### src/rtl/md5_pkg.sv
// ----------------------------------------------------------------------------
// md5_pkg
// Shared types and constants for the MD5 digest block.
// ----------------------------------------------------------------------------
package md5_pkg;

    typedef struct packed {
        logic [7:0] data_byte;
        logic       byte_present;
        logic       end_of_message;
    } md5_in_t;

    typedef struct packed {
        logic [63:0] digest_part;
        logic        part_last;
    } md5_out_t;

    localparam logic [31:0] IV_A = 32'h67452301;
    localparam logic [31:0] IV_B = 32'hefcdab89;
    localparam logic [31:0] IV_C = 32'h98badcfe;
    localparam logic [31:0] IV_D = 32'h10325476;
    localparam logic [7:0]  PAD_BYTE = 8'h80;

    localparam logic [31:0] ROUND_ADD [64] = '{
        32'hd76aa478, 32'he8c7b756, 32'h242070db, 32'hc1bdceee,
        32'hf57c0faf, 32'h4787c62a, 32'ha8304613, 32'hfd469501,
        32'h698098d8, 32'h8b44f7af, 32'hffff5bb1, 32'h895cd7be,
        32'h6b901122, 32'hfd987193, 32'ha679438e, 32'h49b40821,
        32'hf61e2562, 32'hc040b340, 32'h265e5a51, 32'he9b6c7aa,
        32'hd62f105d, 32'h02441453, 32'hd8a1e681, 32'he7d3fbc8,
        32'h21e1cde6, 32'hc33707d6, 32'hf4d50d87, 32'h455a14ed,
        32'ha9e3e905, 32'hfcefa3f8, 32'h676f02d9, 32'h8d2a4c8a,
        32'hfffa3942, 32'h8771f681, 32'h6d9d6122, 32'hfde5380c,
        32'ha4beea44, 32'h4bdecfa9, 32'hf6bb4b60, 32'hbebfbc70,
        32'h289b7ec6, 32'heaa127fa, 32'hd4ef3085, 32'h04881d05,
        32'hd9d4d039, 32'he6db99e5, 32'h1fa27cf8, 32'hc4ac5665,
        32'hf4292244, 32'h432aff97, 32'hab9423a7, 32'hfc93a039,
        32'h655b59c3, 32'h8f0ccc92, 32'hffeff47d, 32'h85845dd1,
        32'h6fa87e4f, 32'hfe2ce6e0, 32'ha3014314, 32'h4e0811a1,
        32'hf7537e82, 32'hbd3af235, 32'h2ad7d2bb, 32'heb86d391
    };

    // rotate amount by round phase and round index low bits
    function automatic logic [4:0] rot_amount(input logic [1:0] phase, input logic [1:0] idx);
        logic [4:0] r;
        unique case (phase)
            2'd0: r = (idx == 2'd0) ? 5'd7 : (idx == 2'd1) ? 5'd12 :
                      (idx == 2'd2) ? 5'd17 : 5'd22;
            2'd1: r = (idx == 2'd0) ? 5'd5 : (idx == 2'd1) ? 5'd9 :
                      (idx == 2'd2) ? 5'd14 : 5'd20;
            2'd2: r = (idx == 2'd0) ? 5'd4 : (idx == 2'd1) ? 5'd11 :
                      (idx == 2'd2) ? 5'd16 : 5'd23;
            default: r = (idx == 2'd0) ? 5'd6 : (idx == 2'd1) ? 5'd10 :
                      (idx == 2'd2) ? 5'd15 : 5'd21;
        endcase
        return r;
    endfunction

    // message word index for round r
    function automatic logic [3:0] msg_index(input logic [5:0] r);
        logic [3:0] m;
        logic [3:0] rl;
        rl = r[3:0];
        unique case (r[5:4])
            2'd0: m = rl;
            2'd1: m = 4'(5 * rl + 1);
            2'd2: m = 4'(3 * rl + 5);
            default: m = 4'(7 * rl);
        endcase
        return m;
    endfunction

endpackage

### src/rtl/md5_message_digest_top.sv
// A plain byte beat is accepted, then merged by a write into its block word; the 64th
//   byte of a block adds a compression (read setup, 64 rounds, fold).
// A close pads (one word write per cycle), writes the length and compresses once
//   or twice before the two digest beats.
// Items are taken one at a time, set by the single block-word port and round unit.
// Reset (aresetn, synchronous, low) restores chaining words, clears the bit count.
// ----------------------------------------------------------------------------
// md5_message_digest_top
// MD5 over a byte stream, block words held in a 16x32 synchronous memory.
// ----------------------------------------------------------------------------
module md5_message_digest_top (
    input  logic              aclk,
    input  logic              aresetn,
    input  logic              s_valid,
    output logic              s_ready,
    input  md5_pkg::md5_in_t  s_data,
    output logic              m_valid,
    input  logic              m_ready,
    output md5_pkg::md5_out_t m_data
);

    typedef enum logic [3:0] {
        ST_IDLE,      // accept items
        ST_RMW,       // byte merge: read data now valid
        ST_PAD,       // write pad/zero bytes
        ST_RMWPAD,    // merge 0x80 into partial word
        ST_LEN_LO,
        ST_LEN_HI,
        ST_RD,        // issue first round read
        ST_ROUND,     // one round per cycle
        ST_FOLD,      // add into chaining words
        ST_OUT0,
        ST_OUT1
    } state_t;

    state_t      state_reg;
    logic [31:0] mem [16];
    logic [31:0] rd_data_reg;
    logic [3:0]  rd_addr;
    logic        rd_en;
    logic        wr_en;
    logic [3:0]  wr_addr;
    logic [31:0] wr_data;

    logic [31:0] ch_reg [4];
    logic [31:0] a_reg, b_reg, c_reg, d_reg;
    logic [63:0] bit_count_reg;
    logic [5:0]  round_reg;
    logic [7:0]  byte_reg;
    logic        closing_reg;   // message closing after current work
    logic        padded_reg;    // pad phase done for this close
    logic        second_reg;    // length goes into a fresh block
    logic [5:0]  pos_reg;       // byte merge and pad write position
    md5_pkg::md5_out_t out_reg;
    logic        out_valid_reg;

    // block memory, one write and one registered read per cycle;
    // a write without a read forwards the written word for a following merge
    always_ff @(posedge aclk) begin
        if (wr_en) begin
            mem[wr_addr] <= wr_data;
        end
        if (rd_en) begin
            rd_data_reg <= mem[rd_addr];
        end else if (wr_en) begin
            rd_data_reg <= wr_data;
        end
    end

    logic [5:0]  cur_pos;
    logic [31:0] f_val, sum_val, rot_val;
    logic [4:0]  sh;
    logic [5:0]  next_round;
    assign cur_pos = bit_count_reg[8:3];
    assign next_round = round_reg + 6'd1;

    always_comb begin
        unique case (round_reg[5:4])
            2'd0: f_val = d_reg ^ (b_reg & (c_reg ^ d_reg));
            2'd1: f_val = c_reg ^ (d_reg & (b_reg ^ c_reg));
            2'd2: f_val = b_reg ^ c_reg ^ d_reg;
            default: f_val = c_reg ^ (b_reg | ~d_reg);
        endcase
        sum_val = a_reg + f_val + md5_pkg::ROUND_ADD[round_reg] + rd_data_reg;
        sh = md5_pkg::rot_amount(round_reg[5:4], round_reg[1:0]);
        rot_val = (sum_val << sh) | (sum_val >> (6'd32 - {1'b0, sh}));
    end

    // memory port control
    always_comb begin
        rd_en = 1'b0;
        rd_addr = 4'd0;
        wr_en = 1'b0;
        wr_addr = 4'd0;
        wr_data = 32'd0;
        unique case (state_reg)
            ST_IDLE: begin
                rd_en = 1'b1;
                rd_addr = cur_pos[5:2];
            end
            ST_RMW: begin
                wr_en = 1'b1;
                wr_addr = pos_reg[5:2];
                wr_data = (pos_reg[1:0] == 2'd0) ? {24'd0, byte_reg} :
                          (rd_data_reg | ({24'd0, byte_reg} << {pos_reg[1:0], 3'b000}));
            end
            ST_RMWPAD: begin
                wr_en = 1'b1;
                wr_addr = pos_reg[5:2];
                wr_data = (pos_reg[1:0] == 2'd0) ? {24'd0, md5_pkg::PAD_BYTE} :
                          ((rd_data_reg & ~(32'hffffffff << {pos_reg[1:0], 3'b000}))
                           | ({24'd0, md5_pkg::PAD_BYTE} << {pos_reg[1:0], 3'b000}));
            end
            ST_PAD: begin
                wr_en = 1'b1;
                wr_addr = pos_reg[5:2];
                wr_data = 32'd0;
            end
            ST_LEN_LO: begin
                wr_en = 1'b1;
                wr_addr = 4'd14;
                wr_data = bit_count_reg[31:0];
            end
            ST_LEN_HI: begin
                wr_en = 1'b1;
                wr_addr = 4'd15;
                wr_data = bit_count_reg[63:32];
            end
            ST_RD: begin
                rd_en = 1'b1;
                rd_addr = md5_pkg::msg_index(6'd0);
            end
            ST_ROUND: begin
                rd_en = 1'b1;
                rd_addr = md5_pkg::msg_index(next_round);
            end
            default: begin
            end
        endcase
    end

    assign s_ready = (state_reg == ST_IDLE) && !out_valid_reg;
    assign m_valid = out_valid_reg;
    assign m_data  = out_reg;

    always_ff @(posedge aclk) begin
        if (!aresetn) begin
            state_reg     <= ST_IDLE;
            ch_reg[0]     <= md5_pkg::IV_A;
            ch_reg[1]     <= md5_pkg::IV_B;
            ch_reg[2]     <= md5_pkg::IV_C;
            ch_reg[3]     <= md5_pkg::IV_D;
            bit_count_reg <= 64'd0;
            out_valid_reg <= 1'b0;
            closing_reg   <= 1'b0;
            padded_reg    <= 1'b0;
            second_reg    <= 1'b0;
            round_reg     <= 6'd0;
            pos_reg       <= 6'd0;
        end else begin
            // the second digest beat reloads the output register itself
            if (out_valid_reg && m_ready && state_reg != ST_OUT1) begin
                out_valid_reg <= 1'b0;
            end
            unique case (state_reg)
                ST_IDLE: begin
                    if (s_valid && s_ready) begin
                        byte_reg    <= s_data.data_byte;
                        pos_reg     <= cur_pos;
                        closing_reg <= s_data.end_of_message;
                        padded_reg  <= 1'b0;
                        second_reg  <= 1'b0;
                        if (s_data.byte_present) begin
                            state_reg <= ST_RMW;
                        end else if (s_data.end_of_message) begin
                            state_reg <= ST_RMWPAD;
                        end
                    end
                end
                ST_RMW: begin
                    bit_count_reg <= bit_count_reg + 64'd8;
                    if (pos_reg == 6'd63) begin
                        state_reg <= ST_RD;
                    end else if (closing_reg) begin
                        pos_reg   <= pos_reg + 6'd1;
                        state_reg <= ST_RMWPAD;
                    end else begin
                        state_reg <= ST_IDLE;
                    end
                end
                ST_RMWPAD: begin
                    // rd_data_reg holds the current word of pos_reg
                    padded_reg <= 1'b1;
                    second_reg <= (pos_reg >= 6'd56);
                    if (pos_reg[5:2] == 4'd15) begin
                        // pad mark in the last word: block is full
                        state_reg <= ST_RD;
                    end else begin
                        pos_reg   <= {pos_reg[5:2] + 4'd1, 2'b00};
                        state_reg <= ST_PAD;
                    end
                end
                ST_PAD: begin
                    pos_reg <= {pos_reg[5:2] + 4'd1, 2'b00};
                    if (pos_reg[5:2] == 4'd15) begin
                        state_reg <= second_reg ? ST_RD : ST_LEN_LO;
                    end else if (!second_reg && pos_reg[5:2] == 4'd13) begin
                        state_reg <= ST_LEN_LO;
                    end
                end
                ST_LEN_LO: begin
                    state_reg <= ST_LEN_HI;
                end
                ST_LEN_HI: begin
                    second_reg <= 1'b0;
                    state_reg  <= ST_RD;
                end
                ST_RD: begin
                    a_reg     <= ch_reg[0];
                    b_reg     <= ch_reg[1];
                    c_reg     <= ch_reg[2];
                    d_reg     <= ch_reg[3];
                    round_reg <= 6'd0;
                    state_reg <= ST_ROUND;
                end
                ST_ROUND: begin
                    a_reg     <= d_reg;
                    d_reg     <= c_reg;
                    c_reg     <= b_reg;
                    b_reg     <= b_reg + rot_val;
                    round_reg <= next_round;
                    if (round_reg == 6'd63) begin
                        state_reg <= ST_FOLD;
                    end
                end
                ST_FOLD: begin
                    ch_reg[0] <= ch_reg[0] + a_reg;
                    ch_reg[1] <= ch_reg[1] + b_reg;
                    ch_reg[2] <= ch_reg[2] + c_reg;
                    ch_reg[3] <= ch_reg[3] + d_reg;
                    if (!closing_reg) begin
                        state_reg <= ST_IDLE;
                    end else if (!padded_reg) begin
                        // 64th byte came with the end mark: pad into a new block
                        pos_reg   <= 6'd0;
                        state_reg <= ST_RMWPAD;
                    end else if (second_reg) begin
                        // length block: zeros up to the length words
                        pos_reg    <= 6'd0;
                        second_reg <= 1'b0;
                        state_reg  <= ST_PAD;
                    end else begin
                        state_reg <= ST_OUT0;
                    end
                end
                ST_OUT0: begin
                    if (!out_valid_reg) begin
                        out_reg.digest_part <= {ch_reg[1], ch_reg[0]};
                        out_reg.part_last   <= 1'b0;
                        out_valid_reg       <= 1'b1;
                        state_reg           <= ST_OUT1;
                    end
                end
                ST_OUT1: begin
                    if (!out_valid_reg || m_ready) begin
                        out_reg.digest_part <= {ch_reg[3], ch_reg[2]};
                        out_reg.part_last   <= 1'b1;
                        out_valid_reg       <= 1'b1;
                        ch_reg[0]     <= md5_pkg::IV_A;
                        ch_reg[1]     <= md5_pkg::IV_B;
                        ch_reg[2]     <= md5_pkg::IV_C;
                        ch_reg[3]     <= md5_pkg::IV_D;
                        bit_count_reg <= 64'd0;
                        closing_reg   <= 1'b0;
                        state_reg     <= ST_IDLE;
                    end
                end
                default: begin
                    state_reg <= ST_IDLE;
                end
            endcase
        end
    end

    // assertions
    assert property (@(posedge aclk) disable iff (!aresetn)
        (state_reg == ST_ROUND && round_reg == 6'd63) |=> state_reg == ST_FOLD)
        else $error("round count did not end in fold");
    assert property (@(posedge aclk) disable iff (!aresetn)
        (s_valid && s_ready) |-> !out_valid_reg)
        else $error("input taken while digest pending");
    assert property (@(posedge aclk) disable iff (!aresetn)
        (m_valid && m_data.part_last == 1'b0 && m_ready) |-> state_reg == ST_OUT1)
        else $error("first digest beat without second pending");
    assert property (@(posedge aclk) disable iff (!aresetn)
        (state_reg == ST_FOLD) |-> $past(state_reg) == ST_ROUND)
        else $error("fold not after rounds");

endmodule

### config.mk
export PLATFORM = sky130hd
export DESIGN_NAME = md5_message_digest_top
export DESIGN_NICKNAME = d
export VERILOG_FILES = /design/src/rtl/md5_pkg.sv /design/src/rtl/md5_message_digest_top.sv
export SDC_FILE = /design/constraint.sdc
export NUM_CORES = 2
export LEC_CHECK = 0
export BUFFER_PORTS_ARGS = -buffer_cell sky130_fd_sc_hd__buf_2
export CORE_UTILIZATION = 45
export DETAILED_ROUTE_END_ITERATION = 16
export HOLD_SLACK_MARGIN = 0.06
export PLACE_DENSITY = 0.71
export SYNTH_ARGS = -nofsm -noshare
export SYNTH_HDL_FRONTEND = slang
export SYNTH_SLANG_ARGS = --single-unit
export TNS_END_PERCENT = 100
### constraint.sdc
create_clock -name aclk -period 11.25 [get_ports aclk]
set_clock_uncertainty 0.05 [all_clocks]
set_input_delay 1.6875 -clock aclk [delete_from_list [all_inputs] [get_ports aclk]]
set_output_delay 1.6875 -clock aclk [all_outputs]
set_load 0.01 [all_outputs]
==> metrics.txt <==
number of enable-type register cells in the synthesized netlist=roughly 800; GRT Max-Usage Layer=met2; top cell type by total area after synthesis=sky130_fd_sc_hd__edfxtp_1; Worst Tran Pin Value=1376 ps; number of distinct standard cells referenced by the synthesized netlist=between 90 and 100; Cell Rows=roughly 130; result of the run=completed; Fmax=just under 0.1 GHz; global routing usage on met1=between 30% and 40%; post-placement cell count=roughly 7600; Max stage delay on crit path=around 750 ps; final sum of negative setup slack=0 ps; TritonCTS clock tree=yes; buffer depth of the longest clock path=3; average wire per cell in the routed design=roughly 25 µm; data arrival time of the worst path=between 10000 and 15000 ps; type of the worst min-delay path=flip-flop to flip-flop; die height=about 360 µm; core box area=128300 µm²; Min Clock Period, post-route=10400 ps; Congestion Overflow GR=0; effective utilization at floorplan=between 40% and 50%; post-cts repair resize count=0; average size of a mapped cell=roughly 9.6 µm²; global placement routability congestion=0.9769; Post-DP HPWL=about 140000 µm; Worst path slowest cell=sky130_fd_sc_hd__a2111oi_0; sort of element at the start of the critical path=flip-flop; Top cell by count, worst path=sky130_fd_sc_hd__o21ai_0; most common cell after layout, fill and taps aside=sky130_fd_sc_hd__nand2_1; Post-synth ARST share=0%; number of H-tree branching levels=3; leakage dissipation=23.82 nW; number of instances in the synthesized netlist=between 6000 and 7000; number of nets in the final layout=about 6300; Inserted Clock Buffers=roughly 100; clock net sink count=~950; die area=~130000 µm²; number of flip-flops in the largest register=512; post-synth design cell area=approximately 59000 µm²; sequential area share after synthesis=46.48%; global routing usage on met2=between 40% and 50%; power density relative to cell area=about 230 nW/µm²; Total Routed Length=roughly 200000 µm; count of fill cells added during filler insertion=11600; via count of the first global-routing pass=45580; fraction of final layout cells with drive strength greater than 1=about 8.4%; number of hold violations in the final report=0; first-pass GRT wire length=around 290000 µm; CP Max Fanout=37; post-route DRC violation count=0; hold_buf cts=0; Vias/cell=6.234; Synth Area in XOR/XNOR=roughly 3.7%; maximum number of pins on one net before global-route repair=about 200; maximum VDD drop=~0.26 mV; net count of the mapped netlist=between 6000 and 7000; summed area of non-filler cells in the final layout=between 60000 and 70000 µm²; worst hold slack=roughly 450 ps; count of state elements after synthesis=approximately 950; number of max-cap violations=0; fin cells=roughly 7800; commonest non-fill, non-tap cells in the layout=1051 x sky130_fd_sc_hd__nand2_1, 809 x sky130_fd_sc_hd__edfxtp_1, 460 x sky130_fd_sc_hd__a21oi_1; yosys synthesis warning count=0; Synth Flop Type=sky130_fd_sc_hd__edfxtp_1; number of antenna violations at the first check in global routing=3; max_slew headroom=between 8 and 9%; adder-cell area share of the yosys netlist=under 10%; clock root cell=sky130_fd_sc_hd__clkbuf_16; antenna-violating nets left=0; met3 Use GR=between 4 and 5%; CP Capture Type=flip-flop; die width=362.6 µm; critical path class=flip-flop to flip-flop; mux cell area share after synthesis=~4.1%; Worst EP required=~12000 ps; area taken by flip-flops and latches=between 20000 and 30000 µm²; fraction of the mapped netlist area in compound gates=19.12%; cell types occupying the most area after synthesis=sky130_fd_sc_hd__edfxtp_1 42%, sky130_fd_sc_hd__nand2_1 6.8%, sky130_fd_sc_hd__dfxtp_1 5.0%; aggregate global-route resource usage=between 20 and 30%; CTS clk-pin slew, worst paths=approximately 70 ps; number of port buffers=80; number of search-and-repair iterations in the first detailed-routing pass=8; Finish-stage setup viols=0; number of ports placed on the die boundary=about 80; vias=~49000; post-synth top area share=around two fifths; total placed instance area=60840 µm²; Final Max Slew Viols=0; initial DRC count=6136; clk_lat worst skew=790 ps; Final Total Pwr=15.01 mW; post-CTS setup-driven buffer insertion count=0; basic-gate share of the synthesized area counting and, or, nand and nor cells=15.56%; part of the cycle the worst path needs=92.46%; area of the multi-input gates=roughly 29000 µm²; combinational family with the most area after synthesis=compound AO/OA/AOI/OAI gates; unrepaired setup endpoints after global routing=no; Layout Area Growth over Synthesis=9.677%
==> layout make-up <==
type,instances,area share (%)
Sequential cell,954,42.40
Clock inverter,61,1.068
Multi-Input combinational cell,4522,45.67
Antenna cell,3,0.01170
Tap cell,1729,3.371
Timing Repair Buffer,188,2.004
Clock buffer,124,4.104
Inverter,233,1.363
==> cells in the mapped netlist (54+ instances only) <==
cell type	number
sky130_fd_sc_hd__o21ai_0	283
sky130_fd_sc_hd__nor3_1	150
sky130_fd_sc_hd__inv_1	228
sky130_fd_sc_hd__ha_1	218
sky130_fd_sc_hd__edfxtp_1	809
sky130_fd_sc_hd__nor2_1	375
sky130_fd_sc_hd__fa_1	71
sky130_fd_sc_hd__mux2_2	78
sky130_fd_sc_hd__xnor2_1	109
sky130_fd_sc_hd__a21o_1	137
sky130_fd_sc_hd__a31oi_1	124
sky130_fd_sc_hd__clkbuf_1	261
sky130_fd_sc_hd__buf_1	54
sky130_fd_sc_hd__nand3_1	92
sky130_fd_sc_hd__a311oi_1	80
sky130_fd_sc_hd__xor2_1	133
sky130_fd_sc_hd__o22ai_1	57
sky130_fd_sc_hd__a21oi_1	464
sky130_fd_sc_hd__nand2_1	1053
sky130_fd_sc_hd__mux2i_1	119
sky130_fd_sc_hd__a211oi_1	218
sky130_fd_sc_hd__dfxtp_1	145
sky130_fd_sc_hd__and2_1	145
==> per-stage QoR <==
stage	worst slack, ps	utilization [%]
floorplan	2365	-
global placement	1437	47.41
detailed placement	1214	47.41
CTS	1139	49.99
global route	136.5	49.99
finish	848.6	50.00
==> routing by layer <==
| layer | part of all wire [%] | wire (µm) |
|---|---|---|
| met3 | 8.7 | 17070 |
| met2 | 46 | 89590 |
| met5 | 0 | 0 |
| met4 | 6.5 | 12850 |
| met1 | 39 | 77330 |
==> report_power, final <==
part | total, mW | internal [mW] | switching [mW]
registers | 4.32 | 4.13 | 0.188
clock network | 3.34 | 1.87 | 1.47
logic | 7.35 | 2.67 | 4.68
==> logic make-up after synthesis <==
| group | after synthesis |
|---|---|
| and+or+nand+nor | 2062 |
| AOI/OAI and AO/OA | 1715 |
| DFF | 954 |
| buffers and inverters | 596 |
| adders and majority gates | 290 |
| xor gates and xnor gates | 243 |
| muxes | 212 |
==> worst paths after layout <==
check           startpoint            end  cells after the start  slack [ps]
max           round_reg[0]      b_reg[28]                     33         850
min          ch_reg[0][21]  ch_reg[0][21]                      2         450
min reg2reg  ch_reg[0][21]  ch_reg[0][21]                      2         450
max reg2reg   round_reg[0]      b_reg[28]                     33         850
==> critical path, delay by kind of cell (launching register included) <==
| kind | cells | cell delay (ps) |
|---|---|---|
| and+or+nand+nor | 5 | 960 |
| AOI/OAI and AO/OA | 16 | 4780 |
| adders and majority gates | 4 | 1900 |
| DFF | 1 | 340 |
| muxes | 2 | 800 |
| xor gates and xnor gates | 2 | 560 |
| buffers and inverters | 4 | 710 |
No activity file was read; power rests on OpenSTA's default activity.
